### config.mk
export PLATFORM = sky130hd
export DESIGN_NAME = ipv4fd_header_parser
export DESIGN_NICKNAME = d
export VERILOG_FILES = /design/src/design/ipv4fd_pkg.sv /design/src/design/ipv4fd_header_parser.sv
export SDC_FILE = /design/constraint.sdc
export NUM_CORES = 1
export LEC_CHECK = 0
export ABC_AREA = 1
export BUFFER_PORTS_ARGS = -buffer_cell sky130_fd_sc_hd__buf_2
export CORE_MARGIN = 2
export CORE_UTILIZATION = 30
export DETAILED_ROUTE_END_ITERATION = 6
export GPL_ROUTABILITY_DRIVEN = 1
export PLACE_DENSITY = 0.61
export SLEW_MARGIN = 40
export SYNTH_ARGS = -nofsm -noshare
export SYNTH_HDL_FRONTEND = slang
export SYNTH_SLANG_ARGS = --single-unit
### constraint.sdc
create_clock -name clock -period 3.65 [get_ports clock]
set_input_delay 0.73 -clock clock [delete_from_list [all_inputs] [get_ports clock]]
set_output_delay 0.73 -clock clock [all_outputs]
set_load 0.005 [all_outputs]
### src/design/ipv4fd_pkg.sv
package ipv4fd_pkg;

   // Route table depth default
   localparam int ROUTE_ENTRIES_DEFAULT = 64;

   // Field widths
   localparam int ADDR_W      = 32;
   localparam int HOP_W       = 32;
   localparam int WORD_W      = 16;
   localparam int TTL_W       = 8;
   localparam int IHL_W       = 4;
   localparam int WORD_IDX_W  = 5;
   localparam int SUM_W       = 21;
   localparam int VERDICT_W   = 3;

   // Command codes
   localparam logic CMD_ADD_ROUTE   = 1'b0;
   localparam logic CMD_HEADER_WORD = 1'b1;

   // Header word positions of interest
   localparam logic [WORD_IDX_W-1:0] WORD_IHL      = 5'd0;
   localparam logic [WORD_IDX_W-1:0] WORD_TTL      = 5'd4;
   localparam logic [WORD_IDX_W-1:0] WORD_CHECKSUM = 5'd5;
   localparam logic [WORD_IDX_W-1:0] WORD_DEST_HI  = 5'd8;
   localparam logic [WORD_IDX_W-1:0] WORD_DEST_LO  = 5'd9;

   // Shortest legal header length in 32-bit words
   localparam logic [IHL_W-1:0] MIN_IHL = 4'd5;

   typedef enum logic [VERDICT_W-1:0] {
      VERDICT_LOCAL    = 3'd0,
      VERDICT_FORWARD  = 3'd1,
      VERDICT_NO_ROUTE = 3'd2,
      VERDICT_TTL_ZERO = 3'd3,
      VERDICT_ADDED    = 3'd4,
      VERDICT_FULL     = 3'd5
   } verdict_type;

   // Header parser status toward the decision stage
   typedef struct packed {
      logic              last;
      logic [ADDR_W-1:0] dest;
      logic [TTL_W-1:0]  ttl;
      logic [SUM_W-1:0]  sum;
   } hdr_status_type;

   // Route addition request into the table
   typedef struct packed {
      logic              en;
      logic [ADDR_W-1:0] dest;
      logic [HOP_W-1:0]  hop;
   } route_add_type;

endpackage

### src/design/ipv4fd_header_parser.sv
module ipv4fd_header_parser (
   input  logic                                clock,
   input  logic                                reset,
   input  logic                                word_en,
   input  logic [ipv4fd_pkg::WORD_W-1:0]       word,
   output ipv4fd_pkg::hdr_status_type          status
);

   logic [ipv4fd_pkg::WORD_IDX_W-1:0] word_index_ff, word_index_in;
   logic [ipv4fd_pkg::IHL_W-1:0]      header_words_ff, header_words_in;
   logic [ipv4fd_pkg::TTL_W-1:0]      held_ttl_ff, held_ttl_in;
   logic [ipv4fd_pkg::ADDR_W-1:0]     held_dest_ff, held_dest_in;
   logic [ipv4fd_pkg::SUM_W-1:0]      running_sum_ff, running_sum_in;

   logic [ipv4fd_pkg::SUM_W-1:0]      sum_base;
   logic [ipv4fd_pkg::SUM_W-1:0]      sum_new;
   logic [ipv4fd_pkg::WORD_W-1:0]     addend;
   logic [ipv4fd_pkg::IHL_W-1:0]      ihl;
   logic [ipv4fd_pkg::WORD_IDX_W-1:0] last_idx;

   // Count words, capture fields and accumulate the checksum
   always_comb begin
      word_index_in   = word_index_ff;
      header_words_in = header_words_ff;
      held_ttl_in     = held_ttl_ff;
      held_dest_in    = held_dest_ff;
      running_sum_in  = running_sum_ff;
      ihl             = word[11:8];
      sum_base        = running_sum_ff;
      addend          = word;
      sum_new         = '0;
      last_idx        = '0;
      status          = '0;
      if (word_en) begin
         // First word: latch length, restart the sum
         if (word_index_ff == ipv4fd_pkg::WORD_IHL) begin
            header_words_in = (ihl < ipv4fd_pkg::MIN_IHL) ? ipv4fd_pkg::MIN_IHL : ihl;
            sum_base        = '0;
         end
         case (word_index_ff)
            ipv4fd_pkg::WORD_TTL: begin
               held_ttl_in = word[15:8];
               addend      = {word[15:8] - 8'd1, word[7:0]};
            end
            ipv4fd_pkg::WORD_CHECKSUM: begin
               addend = '0;
            end
            ipv4fd_pkg::WORD_DEST_HI: begin
               held_dest_in[31:16] = word;
            end
            ipv4fd_pkg::WORD_DEST_LO: begin
               held_dest_in[15:0] = word;
            end
            default: ;
         endcase
         sum_new        = sum_base + ipv4fd_pkg::SUM_W'(addend);
         running_sum_in = sum_new;
         last_idx       = {header_words_in, 1'b0} - 5'd1;
         if (word_index_ff < last_idx) begin
            word_index_in = word_index_ff + 5'd1;
         end else begin
            // Last word: hand off and restart
            word_index_in  = '0;
            running_sum_in = '0;
            status.last    = 1'b1;
         end
         status.dest = held_dest_in;
         status.ttl  = held_ttl_in;
         status.sum  = sum_new;
      end
   end

   always_ff @(posedge clock) begin
      if (reset) begin
         word_index_ff   <= '0;
         header_words_ff <= '0;
         held_ttl_ff     <= '0;
         held_dest_ff    <= '0;
         running_sum_ff  <= '0;
      end else begin
         word_index_ff   <= word_index_in;
         header_words_ff <= header_words_in;
         held_ttl_ff     <= held_ttl_in;
         held_dest_ff    <= held_dest_in;
         running_sum_ff  <= running_sum_in;
      end
   end

endmodule

==> impl_metrics.ini <==
[yosys]
seq_area_frac_synth_pct = 27.52
synth-edff-count = 0
yosys.area.top_type = dfxtp_1
synth_compound_area_share_pct = 12.65
synthAdderAreaFrac_pct = 6.536
synthXorXnorAreaFrac_pct = 1.376
synthesis.nets = 860
yosysWarnings = 0
synth_seq_cells = 70
yosys-top-cells-area = dfxtp_1, nand2_1, nor2_1
synthMuxAreaShare_pct = 0
netlist_area_sq_mm = 0.005092
synthCells = 815
syn_avg_cell_area_sq_um = 6.248
async_flop_share_pct = 0
synth.distinct_cells = 38
synth_top_family_by_area = simple AND/OR/NAND/NOR gates
ys.flop_type = dfxtp_1
synth_simple_gate_area_share_pct = 38.38
yosysTopAreaCellShare_pct = 27.52

[critical_path]
cp_data_required_time_ps = 2920
path_max_fanout = 4
r2r_cells = 21
crit_buf_inv = 7
crit_path_max_incr_delay_ps = 370
crit_arrival_ps = 3000
startpoint = word_index_ff[0]
slowest_stage = fa_2
path_delay_family = simple AND/OR/NAND/NOR gates
path_cells = inv_2 -> ha_4 -> inv_4 -> nor2_4 -> buf_4 -> nand2_4 -> inv_6 -> nor2_4 -> ha_2 -> inv_1 -> fa_2 -> inv_2 -> nand3_2 -> nand3_2 -> nand2_2 -> nand2_4 -> a21oi_4 -> or2_2 -> and3_4 -> buf_2
cp-end-kind = output port
r2r-end = running_sum_ff[14]
rrSetupSlack_ps = 550
critical_path_class = flop to output port
startpoint_type = flop
timing.rr.start = word_index_ff[0]

[detailed_routing]
antenna_left = 0
firstDrtPassIters = 5
vias_per_cell = 4.713
drc = 0
wl_mm = 16.24
wl_per_cell_microns = 13.94
vias = 5491
drtIter0Drc = 328

[pwr]
powerDensity_mw_per_mm2 = 340.1
ir_drop_mv = 0.2016
power_leakage_nw = 3.295

[hold_path]
hold_path_end = held_dest_ff[1]
holdPathStages = 2
hold_class = flop to flop
worstHoldStart = held_dest_ff[1]

[floorplanning]
coreArea_sq_mm = 0.01658
die-area_sq_mm = 0.01803
initial_core_util_pct = 30.71
die_w_microns = 134.3
ios = 81
die_h_microns = 134.3
fp-row-count = 47

[final_layout]
insertedDiodeCount = 0
fill_cells = 1792
syn_to_final_growth_pct = 37.30
layout.nets = 985
layout_common_cells = nand2_1, nor2_1, inv_1, buf_2, dfxtp_1
drive_gt1_share_pct = 35.77
final_common_cell = nand2_1

[cts]
cts_root_buf = clkbuf_16
htreeDepth = 3
clock_sinks = 70
cts.reportedPaths.clkPinSlew_ps = 60
insertion_delay_ps = 350
numCtsBuffers = 9
cts_tree = done
cts_hold_buf = 0
cts_max_path_buffers = 2

[grt]
grt_use_total_pct = 17.85
grt_pass1_wl_mm = 25.50
grt-ovfl-total = 0
antenna_found_initial = 0
grt_pass1_vias = 5093
grt_max_degree = 43

[placement]
globalplace.congestion = 0.9127
hpwl_mm = 11.49
port_buffers = 80

[status]
violations = negative setup slack
status = finished with violations

[sta]
fmax_mhz = 268.3
rsz0062_at_grt = true
whs_ps = 463.3
fin_crit_sh_pct = 102.1
slew_violations = 0
hold_viol_final = 0
fin_worst_skew_ps = 11.42
setup_tns_ps = -217.0
tightestPinTransition_ps = 591.7
slew_headroom_pct = 60.55
setup_viol = 8
finalCriticalPeriod_ps = 3728
layout_setup_ws_ps = -77.72

[job]
maxCapViolations = 0
==> synthesized netlist by cell type, types with 5 or more instances <==
cell,instances
a21oi_1,80
a21oi_2,6
and3_1,7
buf_2,6
clkbuf_1,17
dfxtp_1,70
ha_1,25
inv_1,110
inv_2,24
nand2_1,182
nand3_1,33
nand4_1,12
nor2_1,132
nor3_1,13
nor3_2,29
o21ai_0,18
o21ai_1,5
xor2_1,5
==> final cells by class <==
class                           instances  area (sq um)  area share (%)
Clock buffer                           10         239.0           3.418
Clock inverter                          6         92.59           1.324
Inverter                              136         525.5           7.516
Multi-Input combinational cell        575          3485           49.84
Sequential cell                        70          1404           20.08
Tap cell                              220         275.3           3.937
Timing Repair Buffer                  148         970.9           13.89
==> kinds of logic after synthesis <==
| kind of cell | after synthesis |
|---|---|
| buffers and inverters | 170 |
| flip-flops | 70 |
| XOR/XNOR | 8 |
| AO/OA/AOI/OAI | 116 |
| adder cells (fa/ha/maj) | 26 |
| AND/OR/NAND/NOR | 425 |
==> sequential cells by signal (all words and copies together), names as in the netlist <==
name             flops
header_words_ff      4
held_dest_ff        32
running_sum_ff      21
held_ttl_ff          8
word_index_ff        5
==> how the worst max path moves through the flow <==
stage	endpoint	depth (start not counted)
finish	status[12]	20
floorplan	status[12]	20
CTS	status[16]	22
global route	status[16]	19
detailed placement	status[16]	19
global placement	status[16]	19
==> worst min-delay path, delay by kind of cell, from the launching register on <==
kind            cells  cell delay (ps)
compound gates      1               50
flops               1              310
simple gates        1               60
==> report_power, final <==
part	switching [mW]	leakage (nW)	total, mW	internal (mW)
combinational	0.343	2.57	0.585	0.242
clock	0.369	0.155	0.989	0.620
sequential	0.0141	0.569	0.803	0.789
==> per-stage QoR <==
step	worst slack, ps	instances	util (%)	total power [mW]	instance area [sq um]
6_report	-77.72	1165	42.16	2.378	6992
5_1_grt	-282.0	1165	42.16	2.490	6992
4_1_cts	-65.09	1147	39.40	2.293	6534
3_5_place_dp	-106.2	1120	35.57	1.251	5899
3_3_place_gp	-41.45	1120	35.57	1.249	5899
2_1_floorplan	88.66	815	-	1.093	5092
==> repair_timing <==
| item | in CTS | in global routing |
|---|---|---|
| gates resized for setup | 56 | 77 |
| pin swaps | 21 | 31 |
| endpoints found under the setup margin | 15 | 18 |
| gates cloned | 0 | 1 |
| buffers inserted | 12 | 17 |
==> layer usage <==
metal  GRT usage [%]  routed length (microns)  part of all wire (%)  vias to the layer above
met3           4.195                     1085                   6.7                       18
met2           27.64                     7193                    44                      148
met1           24.35                     7711                    47                     2511
met5               0                        0                     0                        -
met4           6.082                      245                   1.5                        0
li1                -                        -                     -                     2814
Note: power is estimated with default switching activity, not from simulation.
